--- config.mk ---
export PLATFORM = sky130hd
export DESIGN_NAME = bsw_ctrl
export DESIGN_NICKNAME = d
export VERILOG_FILES = /design/src/bsw_pkg.sv /design/src/bsw_ctrl.sv
export VERILOG_INCLUDE_DIRS = /design/src /design/src/src
export SDC_FILE = /design/constraint.sdc
export NUM_CORES = 1
export LEC_CHECK = 0
export ABC_AREA = 1
export ABC_CLOCK_PERIOD_IN_PS = 1050
export BUFFER_PORTS_ARGS = -buffer_cell sky130_fd_sc_hd__buf_2
export CAP_MARGIN = 20
export CORE_AREA = 2 2 39 41
export DETAILED_ROUTE_END_ITERATION = 16
export DIE_AREA = 0 0 41 43
export SLEW_MARGIN = 10
export SYNTH_ARGS = -nofsm -noshare
export SYNTH_HDL_FRONTEND = slang
export SYNTH_SLANG_ARGS = --single-unit
--- constraint.sdc ---
create_clock -name clk -period 1.05 [get_ports clk]
set_input_delay 0.105 -clock clk [delete_from_list [all_inputs] [get_ports clk]]
set_output_delay 0.105 -clock clk [all_outputs]
set_load 0.02 [all_outputs]
--- src/assert_macros.svh ---
// Assertion macros shared by the sampler modules.
`ifndef ASSERT_MACROS_SVH
`define ASSERT_MACROS_SVH

// A condition that must hold at every clock edge out of reset.
`define ASSERT_ALWAYS(lbl, clk, rst_n, cond) \
	lbl: assert property (@(posedge clk) disable iff (!rst_n) (cond)) \
		else $error("sampler assertion failed");

// A condition that, once seen, requires a consequence in the same cycle.
`define ASSERT_IMPLIES(lbl, clk, rst_n, ante, cons) \
	lbl: assert property (@(posedge clk) disable iff (!rst_n) (ante) |-> (cons)) \
		else $error("sampler implication failed");

`endif

--- src/bsw_pkg.sv ---
`timescale 1ns / 1ps
// Shared constants, state encoding and control structs of the batch sampler.
package bsw_pkg;

	localparam int TABLE_DEPTH_DEF = 65536;
	localparam int RND_W = 31;
	localparam int IDX_W = 16;
	localparam int TOT_W = 17;
	localparam logic [TOT_W-1:0] TOTAL_RESET = 17'd65536;

	typedef enum logic [3:0] {
		ST_CLEAR,
		ST_IDLE,
		ST_DECIDE,
		ST_DIV_LOAD,
		ST_DIV_WAIT,
		ST_RD_POS,
		ST_RD_BASE,
		ST_WR_POS,
		ST_WR_BASE,
		ST_DONE,
		ST_DROP
	} state_t;

	typedef struct packed {
		logic clr_wr;
		logic take_in;
		logic clear_stop;
		logic set_stop;
		logic restart;
		logic div_start;
		logic rd_pos;
		logic rd_base;
		logic wr_pos;
		logic wr_base;
		logic load_res;
		logic res_valid;
	} ctrl_cmd_t;

	typedef struct packed {
		logic clr_done;
		logic first;
		logic stopped;
		logic exhausted;
		logic div_busy;
		logic res_free;
	} ctrl_stat_t;

endpackage

--- src/bsw_ctrl.sv ---
`timescale 1ns / 1ps
// Controller state machine that sequences clearing, decision, division and swap.
`include "assert_macros.svh"
module bsw_ctrl import bsw_pkg::*; (
	input  logic       clk,
	input  logic       arst_n,
	input  logic       in_valid,
	input  ctrl_stat_t stat,
	output logic       in_stall,
	output ctrl_cmd_t  cmd
);

	state_t state_q;
	state_t state_d;

	always_ff @(posedge clk or negedge arst_n) begin
		if (!arst_n) begin
			state_q <= ST_CLEAR;
		end else begin
			state_q <= state_d;
		end
	end

	always_comb begin
		state_d = state_q;
		case (state_q)
			ST_CLEAR: begin
				if (stat.clr_done) begin
					state_d = ST_IDLE;
				end
			end
			ST_IDLE: begin
				if (in_valid) begin
					state_d = ST_DECIDE;
				end
			end
			ST_DECIDE: begin
				if (!stat.first && (stat.stopped || stat.exhausted)) begin
					state_d = ST_DROP;
				end else begin
					state_d = ST_DIV_LOAD;
				end
			end
			ST_DIV_LOAD: state_d = ST_DIV_WAIT;
			ST_DIV_WAIT: begin
				if (!stat.div_busy) begin
					state_d = ST_RD_POS;
				end
			end
			ST_RD_POS:  state_d = ST_RD_BASE;
			ST_RD_BASE: state_d = ST_WR_POS;
			ST_WR_POS:  state_d = ST_WR_BASE;
			ST_WR_BASE: state_d = ST_DONE;
			ST_DONE, ST_DROP: begin
				if (stat.res_free) begin
					state_d = ST_IDLE;
				end
			end
			default: state_d = ST_CLEAR;
		endcase
	end

	always_comb begin
		cmd      = '0;
		in_stall = 1'b1;
		case (state_q)
			ST_CLEAR: cmd.clr_wr = 1'b1;
			ST_IDLE: begin
				in_stall    = 1'b0;
				cmd.take_in = in_valid;
			end
			ST_DECIDE: begin
				// A new batch clears the stop flag and restarts an exhausted pool; mid-batch exhaustion stops it.
				if (stat.first) begin
					cmd.clear_stop = 1'b1;
					cmd.restart    = stat.exhausted;
				end else if (!stat.stopped && stat.exhausted) begin
					cmd.set_stop = 1'b1;
				end
			end
			ST_DIV_LOAD: cmd.div_start = 1'b1;
			ST_DIV_WAIT: cmd = '0;
			ST_RD_POS:   cmd.rd_pos = 1'b1;
			ST_RD_BASE:  cmd.rd_base = 1'b1;
			ST_WR_POS:   cmd.wr_pos = 1'b1;
			ST_WR_BASE:  cmd.wr_base = 1'b1;
			ST_DONE: begin
				cmd.load_res  = stat.res_free;
				cmd.res_valid = 1'b1;
			end
			ST_DROP: begin
				cmd.load_res  = stat.res_free;
				cmd.res_valid = 1'b0;
			end
			default: cmd = '0;
		endcase
	end

	`ASSERT_IMPLIES(a_busy_only_waiting, clk, arst_n, stat.div_busy, state_q == ST_DIV_WAIT)

endmodule

# Word level (Yosys, flattened, before mapping)
# Index checks and enable logic that the tools add are counted.
dict set report totals {
  regBits 4
  latchBits 0
  mem_bits_rw 0
  mem_bits_ro 0
  inputBits 9
  output_inout_bits 13
  wordCells 43
  n_memories 0
}
dict set report op_classes {
  addsub 0
  mul 0
  div 0
  order_cmp 0
  n_eq_ne 14
  shifts 0
  muxes 20
  bitwise_logic 0
  n_reduce_logical 8
}
# op n
set op_table {}
lappend op_table {{one-hot mux 4 bit (10 select lines)} 1}
lappend op_table {{2-to-1 mux 4 bit} 5}
lappend op_table {{== test 4 x 3 -> 1 bit, second input constant} 4}
lappend op_table {{== test 4 bit, second input constant} 3}
lappend op_table {{2-to-1 mux 1 bit} 12}
lappend op_table {{== test 4 x 2 -> 1 bit, second input constant} 2}
lappend op_table {{!= test 2 bit, second input constant} 4}
lappend op_table {{== test 4 x 1 -> 1 bit, second input constant} 1}
lappend op_table {{logical NOT 4 bit} 1}
lappend op_table {{one-hot mux 2 bit (2 select lines)} 1}
lappend op_table {{AND reduction 4 bit} 1}
lappend op_table {{2-to-1 mux 3 bit} 1}
lappend op_table {{logical AND 1 bit} 2}
lappend op_table {{logical NOT 1 bit} 2}
lappend op_table {{OR reduction 2 bit} 1}
lappend op_table {{logical OR 1 bit} 1}

# Logic depth before layout (Yosys ltp)
# Gate-level depths: netlist (run 1).
dict set report depth {
  ltp_word 5
  depth_mapped 8
  mapped_depth_nobuf 8
}

# Worst setup path before layout (run 1)
# OpenSTA, ideal clock, no wires.
dict set report synth_timing {
  path_kind {register to output}
  from {register state_q[2]}
  to {output cmd[7] (netlist name)}
  arrival_ns 1.241
  required_ns 0.945
  setup_slack_ns -0.296
  stages_incl_launch_ff 6
  path_buffers 0
  cell_sequence {dfrtp_1 > inv_1 > nand2_2 > nor2_1 > inv_1 > nor3_1}
}
# item line_no
set synth_rtl {}
lappend synth_rtl {{from (decl)} bsw_ctrl.sv:13} ;# state_t state_q;
lappend synth_rtl {{from (signal assigned)} bsw_ctrl.sv:20} ;# state_q <= state_d;
lappend synth_rtl {{to (decl)} bsw_ctrl.sv:10} ;# output ctrl_cmd_t cmd

==> impl_results.md, run 1 <==
- Area Overhead vs Synth: 146%
- Initial core utilization: 0.274
- Clock share of power: 0.066
- Worst Setup EP: cmd[2]
- Routability cong.: 0.756
- Register area share after synthesis: 0.264
- Distinct cell type count after synthesis: 15
- FF-to-FF End: state_q[0]
- Die ar.: 0.00176 mm2
- Max FO, Critical Path: 4
- Crit path capture type: output pin
- Post-Syn Instances: 65
- Synth warn: 0
- WL/cell: 12.1 um
- Fillers: 107
- I/O Pins: 22
- First-pass GRT wire length: 2290 um
- HPWL Detailed: 976 um
- Worst path required time: 0.94 ns
- Pint: 0.00149 W
- WP data arrival: 1.32 ns
- Via density: 4.64
- R2R depth: 10
- Root buffer cell: clkbuf_4
- Drt total wl: 1490 um
- Most frequent cells in the layout: 14 x buf_4, 13 x buf_6, 11 x nor2_4, 11 x nand2_1, 10 x buf_2
- Setup crit start: state_q[2]
- Worst slew pin tran: 0.255 ns
- Power Density: 3200 mW/mm2
- Area leader, netlist: dfrtp_1
- H-Tree Level Count: 1
- Startpoint types: flip-flop
- Switching pwr: 0.00150 W
- Antenna Nets Post-Route: 0
- Leak Pwr: 0.462 nW
- CP Buf/Inv Count: 2
- Die width: 41 um
- Regs by FF count: state_q (4)
- Worst setup margin: -0.374 ns
- DRC viols: 0
- CP Depth: 4
- Final hold vios: 0
- Total CTS buffers: 3
- Switch share: 0.502
- Post-Synthesis Net Count: 74
- Period utilization: 1.36
- Most flop-heavy register: state_q
- Logic pwr share: 0.815
- Critical path's top delay family: flip-flops
- Reg2reg start: state_q[0]
- Initial antenna violation count: 0
- Yosys top cell area share: 0.264
- Outcome: finished with violations
- Final #Nets: 118
- DR iter-0 viols: 1
- Final slew viol count: 0
- Synth area leaders: dfrtp_1 26%, nand2_1 15%, nor2_1 14%
- Crit path time final: 1.42 ns
- Vias in the first global route: 591
- Mapped cell area: 379 um2
- N_diodes: 0
- RSZ-0062 raised after global routing: true
- Slowest Stage Delay on Critical Path: 0.42 ns
- Pin count of the biggest net entering global routing: 6
- Hold Path Class: input port to async pin
- Total routing usage reported by global routing: 0.192
- Worst reg-to-reg setup slack: -0.28 ns
- Global route overflow: 0
- Total power draw: 0.00299 W
- Post-DP Area: 634 um2
- Commonest non-fill, non-tap cell in the layout: buf_4
- Fmax: 0.702 GHz
- Cell Rows: 14
- Synth Register Bits: 4
- Max Cap Viol: 0
- Core box area: 0.00138 mm2
- PortBufs: 21
- Via count: 571
- Final instance area: 933 um2
- Place WS: -0.196 ns
- Worst-Skew Late Latency: 0.24 ns
- Maximum clock path buffer count: 2
- Clock skew: 0.00516 ns
- Relative slew margins: 0.830
- Worst-path cell chain: nor2_2, inv_1, nor2_4, buf_2
- Final setup viols: 16
- Worst VDD drop: 0.00125 V
- Violated checks: negative setup slack
- Crit path kind: flip-flop to output pin
- Sink Count: 4
- Worst path slowest cell: dfrtp_1
- Synth Area per Inst: 5.83 um2
- CTS tree: built
- Layout cells sized above 1: 0.720
- CTS clk-pin slew, worst paths: 0.04 ns
- DRT Pass-1 Iters: 4
- Max reg flops: 4
- Die Y: 43 um
- Flop pwr share: 0.119
- Setup TNS Final: -4.75 ns
## cells in the mapped netlist
library cell,n
nor4_2,1
o211ai_1,1
inv_1,9
nor2_2,2
nand3_1,3
nor2_1,14
nor3_1,1
nand2_2,4
nand2_1,15
dfrtp_1,4
a21oi_1,3
nand3b_1,1
o21ai_0,3
inv_2,3
nand3_2,1
## timing repair
action / 4_1_cts / 5_1_grt
gates resized for setup: 43 / 14
buffers inserted: 6 / 2
endpoints found under the hold margin: 4 / 0
setup endpoints to repair: 16 / 17
pin swaps: 8 / 7
hold buffers: 1 / 0
## cell type report
| cell class | instances | area (um2) | area share |
|---|---|---|---|
| inverters | 12 | 50.0 | 0.0536 |
| well taps | 16 | 20.0 | 0.0214 |
| flip-flops and latches | 4 | 103 | 0.110 |
| clock buffers | 3 | 22.5 | 0.0241 |
| multi-input cells | 49 | 407 | 0.436 |
| repair buffers | 39 | 332 | 0.355 |
## worst min path at each step
stage	startpoint	end	slack (ns)	cells after the start
after floorplan	arst_n	state_q[0]	-0.19	0
after global placement	arst_n	state_q[2]	-0.08	1
after detailed placement	arst_n	state_q[2]	-0.08	1
after CTS	arst_n	state_q[2]	0.21	2
after global routing	arst_n	state_q[2]	0.22	2
final	arst_n	state_q[2]	0.20	2
## metrics by stage
| step | cells | hold slack [ns] | util |
|---|---|---|---|
| 6_report | 123 | 0.204 | 0.675 |
| 3_3_place_gp | 112 | -0.0838 | 0.458 |
| 5_1_grt | 123 | 0.217 | 0.675 |
| 2_1_floorplan | 65 | -0.191 | - |
| 4_1_cts | 122 | 0.207 | 0.631 |
| 3_5_place_dp | 112 | -0.0839 | 0.458 |
## power groups by stage
stage | combinational [W] | sequential (W) | clock [W]
6_report | 0.00244 | 0.000355 | 0.000198
5_1_grt | 0.00263 | 0.000366 | 0.000212
4_1_cts | 0.00215 | 0.000340 | 0.000204
3_5_place_dp | 0.00148 | 0.000335 | 0
3_3_place_gp | 0.00147 | 0.000335 | 0
2_1_floorplan | 0.000950 | 0.000318 | 0
## cells by family (layout without fill, tap and decap cells)
group	count (synthesis)	after routing	synth area share
buf+inv	12	54	0.119
simple gates	42	42	0.518
flops	4	4	0.264
compound gates	7	7	0.0990
## per-layer routing
metal	vias up	track usage	routed length (um)
li1	286	-	-
met1	259	0.195	536
met2	22	0.338	854
met3	4	0.0209	57
met4	0	0.127	38
met5	-	0	0
Note: power is estimated with default switching activity, not from simulation.
==> run 2, diff against run 1 <==
ABC_CLOCK_PERIOD_IN_PS = 1400   (was 1050)
clock period = 1.4 ns   (was 1.05 ns; I/O delays follow)
==> run 2 against run 1 <==
Effect of this change: final cell count shrank 6.5%; clock power shrank 28%; sequential cell count is the same; the flow still finishes with violations (negative setup slack); largest power group unchanged; die area is the same; sequential share of layout area grew 4.8 points.
==> impl_results.md, run 2 (synthesized netlist as in run 1, its figures left out) <==
- Outcome: finished with violations
- Violated checks: negative setup slack
- Worst VDD drop: 0.000892 V (-29%)
- CTS tree: built
- Leak Pwr: 0.364 nW (-21%)
- Root buffer cell: clkbuf_4
- Final instance area: 648 um2 (-31%)
- First-pass GRT wire length: 1720 um (-25%)
- Worst path required time: 1.26 ns (+0.32 ns)
- Crit path top cell by count: inv_2
- Initial core utilization: 0.274 (unchanged)
- Die width: 41 um (unchanged)
- Via count: 504 (-12%)
- Max Cap Viol: 0 (unchanged)
- Power Density: 2310 mW/mm2 (-28%)
- Drt total wl: 1130 um (-24%)
- Die ar.: 0.00176 mm2 (unchanged)
- Total routing usage reported by global routing: 0.146 (-0.0462)
- Crit path kind: flip-flop to output pin
- H-Tree Level Count: 1 (unchanged)
- Post-DP Area: 504 um2 (-21%)
- Worst path slowest cell: dfrtp_2
- Crit path time final: 1.46 ns
- Setup TNS Final: -0.0919 ns (+4.66 ns)
- Worst setup margin: -0.0590 ns (+0.315 ns)
- Routability cong.: 0.759 (+0.37%)
- Fmax: 0.685 GHz
- Pin count of the biggest net entering global routing: 6 (unchanged)
- Cell Rows: 14 (unchanged)
- Most frequent cells in the layout: 16 x buf_2, 14 x nand2_1, 13 x buf_4
- Vias in the first global route: 448 (-24%)
- R2R depth: 9 (-1)
- Switching pwr: 0.000768 W (-49%)
- Relative slew margins: 0.855 (+0.0250)
- Via density: 4.38 (-5.6%)
- Flop pwr share: 0.171 (+0.052)
- Startpoint types: flip-flop
- Layout cells sized above 1: 0.525 (-0.194)
- DR iter-0 viols: 8 (+7)
- Clock skew: 0.00513 ns (-0.0000333 ns)
- Final setup viols: 3 (-13)
- Switch share: 0.513 (+0.0117)
- Slowest Stage Delay on Critical Path: 0.43 ns (about the same)
- Max reg flops: 4 (unchanged)
- HPWL Detailed: 835 um (-14%)
- Pint: 0.000728 W (-51%)
- Reg2reg start: state_q[2]
- Initial antenna violation count: 0 (unchanged)
- RSZ-0062 raised after global routing: true
- Crit path capture type: output pin
- Most flop-heavy register: state_q
- Worst-path cell chain: inv_2, nand2_4, nor2_4, inv_2, nor4_2, buf_2
- Die Y: 43 um (unchanged)
- Hold Path Class: input port to async pin
- I/O Pins: 22 (unchanged)
- Max FO, Critical Path: 5 (+1)
- Worst slew pin tran: 0.215 ns (-0.0395 ns)
- Worst-Skew Late Latency: 0.24 ns (about the same)
- Antenna Nets Post-Route: 0 (unchanged)
- Worst reg-to-reg setup slack: 0.10 ns (+0.38 ns)
- Sink Count: 4 (unchanged)
- Period utilization: 1.04
- Core box area: 0.00138 mm2 (unchanged)
- Clock share of power: 0.096 (+0.030)
- Commonest non-fill, non-tap cell in the layout: buf_2
- Area Overhead vs Synth: 71.0%
- CTS clk-pin slew, worst paths: 0.04 ns (about the same)
- Logic pwr share: 0.733 (-0.082)
- Global route overflow: 0 (unchanged)
- FF-to-FF End: state_q[0]
- PortBufs: 21 (unchanged)
- Final #Nets: 110 (-6.8%)
- Final hold vios: 0 (unchanged)
- WL/cell: 9.82 um (-19%)
- N_diodes: 0 (unchanged)
- WP data arrival: 1.32 ns (about the same)
- DRC viols: 0 (unchanged)
- Regs by FF count: state_q (4)
- Maximum clock path buffer count: 2 (unchanged)
- Final slew viol count: 0 (unchanged)
- DRT Pass-1 Iters: 3 (-1)
- Place WS: 0.0693 ns (+0.265 ns)
- Total CTS buffers: 3 (unchanged)
run 2: worst max path at each step:
stage / from / endpoint / depth (start not counted) / slack (ns)
after floorplan: state_q[2] / cmd[7] / 5 / 0.02
after global placement: state_q[2] / cmd[7] / 6 / 0.13
after CTS: state_q[2] / cmd[8] / 6 / -0.07
after detailed placement: state_q[2] / cmd[8] / 6 / 0.07
after global routing: state_q[0] / cmd[8] / 6 / -0.14
final: state_q[0] / cmd[8] / 6 / -0.06
run 2: repair_timing:
| action | CTS | global route |
|---|---|---|
| pin swaps | 1 | 3 |
| hold buffers | 1 | 0 |
| buffers inserted | 7 | 2 |
| gates resized for setup | 8 | 9 |
| endpoints found under the hold margin | 4 | 0 |
| endpoints found under the setup margin | 6 | 9 |
run 2: layout make-up:
| type | instances | area, um2 |
|---|---|---|
| inverter | 12 | 45.0 |
| sequential | 4 | 103 |
| clock buffer | 3 | 22.5 |
| timing repair buffer | 31 | 199 |
| tap | 16 | 20.0 |
| multi-input combinational | 49 | 259 |
| fill | 125 | 736 |
run 2: power by group through the flow:
stage	Sequential, W	Clock (W)	Combinational [W]
2_1_floorplan	0.000236	0	0.000611
3_3_place_gp	0.000246	0	0.000805
3_5_place_dp	0.000245	0	0.000805
4_1_cts	0.000248	0.000153	0.00100
5_1_grt	0.000266	0.000158	0.00121
6_report	0.000256	0.000143	0.00110
run 2: critical path: cells and delay by family, from the launching register on:
family / cells / cell delay (ns)
AND/OR/NAND/NOR: 3 / 0.32
flip-flops: 1 / 0.43
buffers and inverters: 3 / 0.35
run 2: stage by stage:
step                total power, W  hold WS, ns  cells   util
floorplan                 0.000847       -0.156     65      -
global placement           0.00105      -0.0516    102  0.364
detailed placement         0.00105      -0.0510    102  0.364
CTS                        0.00140        0.227    113  0.441
global route               0.00163        0.254    115  0.468
finish                     0.00150        0.243    115  0.468
run 2: routing by layer:
metal,vias to the layer above,GRT usage,part of all wire
met5,-,0,0
met4,0,0.120,0
met3,0,0.00524,0.059
met2,13,0.238,0.57
met1,219,0.163,0.37
li1,272,-,-
==> run 3, diff against run 2 <==
BUFFER_PORTS_ARGS = -buffer_cell sky130_fd_sc_hd__buf_4   (was -buffer_cell sky130_fd_sc_hd__buf_2)
==> run 3 against run 2 <==
Effect of this change: critical endpoint unchanged; global-route usage grew 1.2 points; the run still ends with negative setup slack left; first-iteration DRC count shrank 75%; setup slack gained 0.036 ns.
==> impl_results.md, run 3 (synthesized netlist as in run 1, its figures left out) <==
- Outcome: finished with violations
- Violated checks: negative setup slack
- Initial core utilization: 0.274 (unchanged)
- Power Density: 2240 mW/mm2 (-2.8%)
- Pin count of the biggest net entering global routing: 7 (+1)
- Reg2reg start: state_q[2]
- Die width: 41 um (unchanged)
- Worst reg-to-reg setup slack: 0.10 ns (about the same)
- Hold Path Class: input port to async pin
- Relative slew margins: 0.830 (-0.0250)
- Leak Pwr: 0.370 nW (+1.6%)
- Drt total wl: 1160 um (+2.7%)
- Worst VDD drop: 0.00105 V (+17%)
- CTS clk-pin slew, worst paths: 0.04 ns (about the same)
- Area Overhead vs Synth: 82.5%
- Max FO, Critical Path: 4 (-1)
- Final std cells w/o fill: 114 (-0.87%)
- Worst-Skew Late Latency: 0.23 ns (about the same)
- Period utilization: 1.02 (-0.0257)
- Final #Nets: 109 (-0.91%)
- Worst-path cell chain: inv_2, nand2_4, nor2_4, inv_2, nor4_2, buf_4
- Total power draw: 0.00155 W (+3.8%)
- Routability cong.: 0.791 (+4.2%)
- Fillers: 144 (+15%)
- Worst setup margin: -0.0230 ns (+0.0360 ns)
- Via density: 4.48 (+2.3%)
- Place WS: 0.0821 ns (+0.0128 ns)
- DRC viols: 0 (unchanged)
- WP data arrival: 1.28 ns (-0.04 ns)
- Regs by FF count: state_q (4)
- First-pass GRT wire length: 1970 um (+14%)
- I/O Pins: 22 (unchanged)
- Clock skew: 0.00670 ns (+0.00158 ns)
- Maximum clock path buffer count: 2 (unchanged)
- Die Y: 43 um (unchanged)
- Total CTS buffers: 3 (unchanged)
- Initial antenna violation count: 0 (unchanged)
- Total routing usage reported by global routing: 0.158 (+0.0118)
- CP Buf/Inv Count: 3 (unchanged)
- WL/cell: 10.2 um (+3.6%)
- Worst slew pin tran: 0.254 ns (+0.0388 ns)
- N_diodes: 0 (unchanged)
- Most flop-heavy register: state_q
- RSZ-0062 raised after global routing: true
- Worst path slowest cell: dfrtp_1
- Global route overflow: 0 (unchanged)
- Fmax: 0.703 GHz (+2.5%)
- Cell Rows: 14 (unchanged)
- Critical path's top delay family: flip-flops
- Max reg flops: 4 (unchanged)
- Die ar.: 0.00176 mm2 (unchanged)
- CTS tree: built
- Layout cells sized above 1: 0.531 (+0.00536)
- Final hold vios: 0 (unchanged)
- Slowest Stage Delay on Critical Path: 0.40 ns (-0.03 ns)
- R2R depth: 8 (-1)
- Most frequent cells in the layout: 28 x buf_4, 15 x nand2_1, 9 x nor2_1
- Root buffer cell: clkbuf_4
- Crit path top cell by count: inv_2
- HPWL Detailed: 857 um (+2.6%)
- Via count: 511 (+1.4%)
- Crit path time final: 1.42 ns (-0.0360 ns)
- Antenna Nets Post-Route: 0 (unchanged)
- Startpoint types: flip-flop
- Max Cap Viol: 0 (unchanged)
- FF-to-FF End: state_q[1]
- Vias in the first global route: 522 (+17%)
- Crit path capture type: output pin
- Final slew viol count: 0 (unchanged)
- Worst path required time: 1.26 ns (about the same)
- DP Cell Count: 102 (unchanged)
- DR iter-0 viols: 2 (-6)
- Crit path kind: flip-flop to output pin
- Final setup viols: 3 (unchanged)
- H-Tree Level Count: 1 (unchanged)
- Setup TNS Final: -0.0602 ns (+0.0317 ns)
- Commonest non-fill, non-tap cell in the layout: buf_4
- Core box area: 0.00138 mm2 (unchanged)
- PortBufs: 21 (unchanged)
- Sink Count: 4 (unchanged)
- DRT Pass-1 Iters: 3 (unchanged)
- Hold slack: 0.247 ns (+0.00462 ns)
==> run 3: worst max-delay path by stage <==
stage	startpoint	endpoint	slack, ns	cells past startpoint
floorplan	state_q[2]	cmd[7]	0.02	5
global placement	state_q[2]	cmd[8]	0.13	6
detailed placement	state_q[2]	cmd[7]	0.08	6
CTS	state_q[2]	cmd[1]	-0.03	4
global route	state_q[1]	cmd[8]	-0.11	5
finish	state_q[2]	cmd[8]	-0.02	6
==> run 3: area by class of cell <==
cell class	count	area, um2	share of cell area
Inverter	12	45.0	0.0651
Clock buffer	3	22.5	0.0325
Multi-Input combinational cell	49	272	0.392
Timing Repair Buffer	30	231	0.335
Sequential cell	4	101	0.146
Tap cell	16	20.0	0.0289
==> run 3: metrics by stage <==
stage / utilization / area, um2
finish: 0.500 / 692
floorplan: - / 379
global placement: 0.402 / 557
detailed placement: 0.402 / 557
CTS: 0.482 / 667
global route: 0.500 / 692
==> run 3: layer usage <==
layer	share of wire	global-route usage	vias to the layer above	wire length, um
met5	0	0	-	0
met4	0.021	0.0867	0	24
met3	0.057	0.00524	2	66
met2	0.55	0.266	15	634
met1	0.37	0.188	225	434
li1	-	-	269	-
==> run 3: timing repair <==
action | 4_1_cts | 5_1_grt
pin swaps | 3 | 0
setup buffers | 6 | 2
gates cloned | 0 | 0
endpoints found under the hold margin | 4 | 0
hold buffers | 1 | 0
endpoints found under the setup margin | 6 | 11
gates resized for setup | 11 | 3
==> run 3: where the power goes <==
part	switching, W	internal [W]	total (W)
clock network	0.0000418	0.0000955	0.000137
registers	0.0000696	0.000180	0.000250
logic	0.000676	0.000489	0.00117
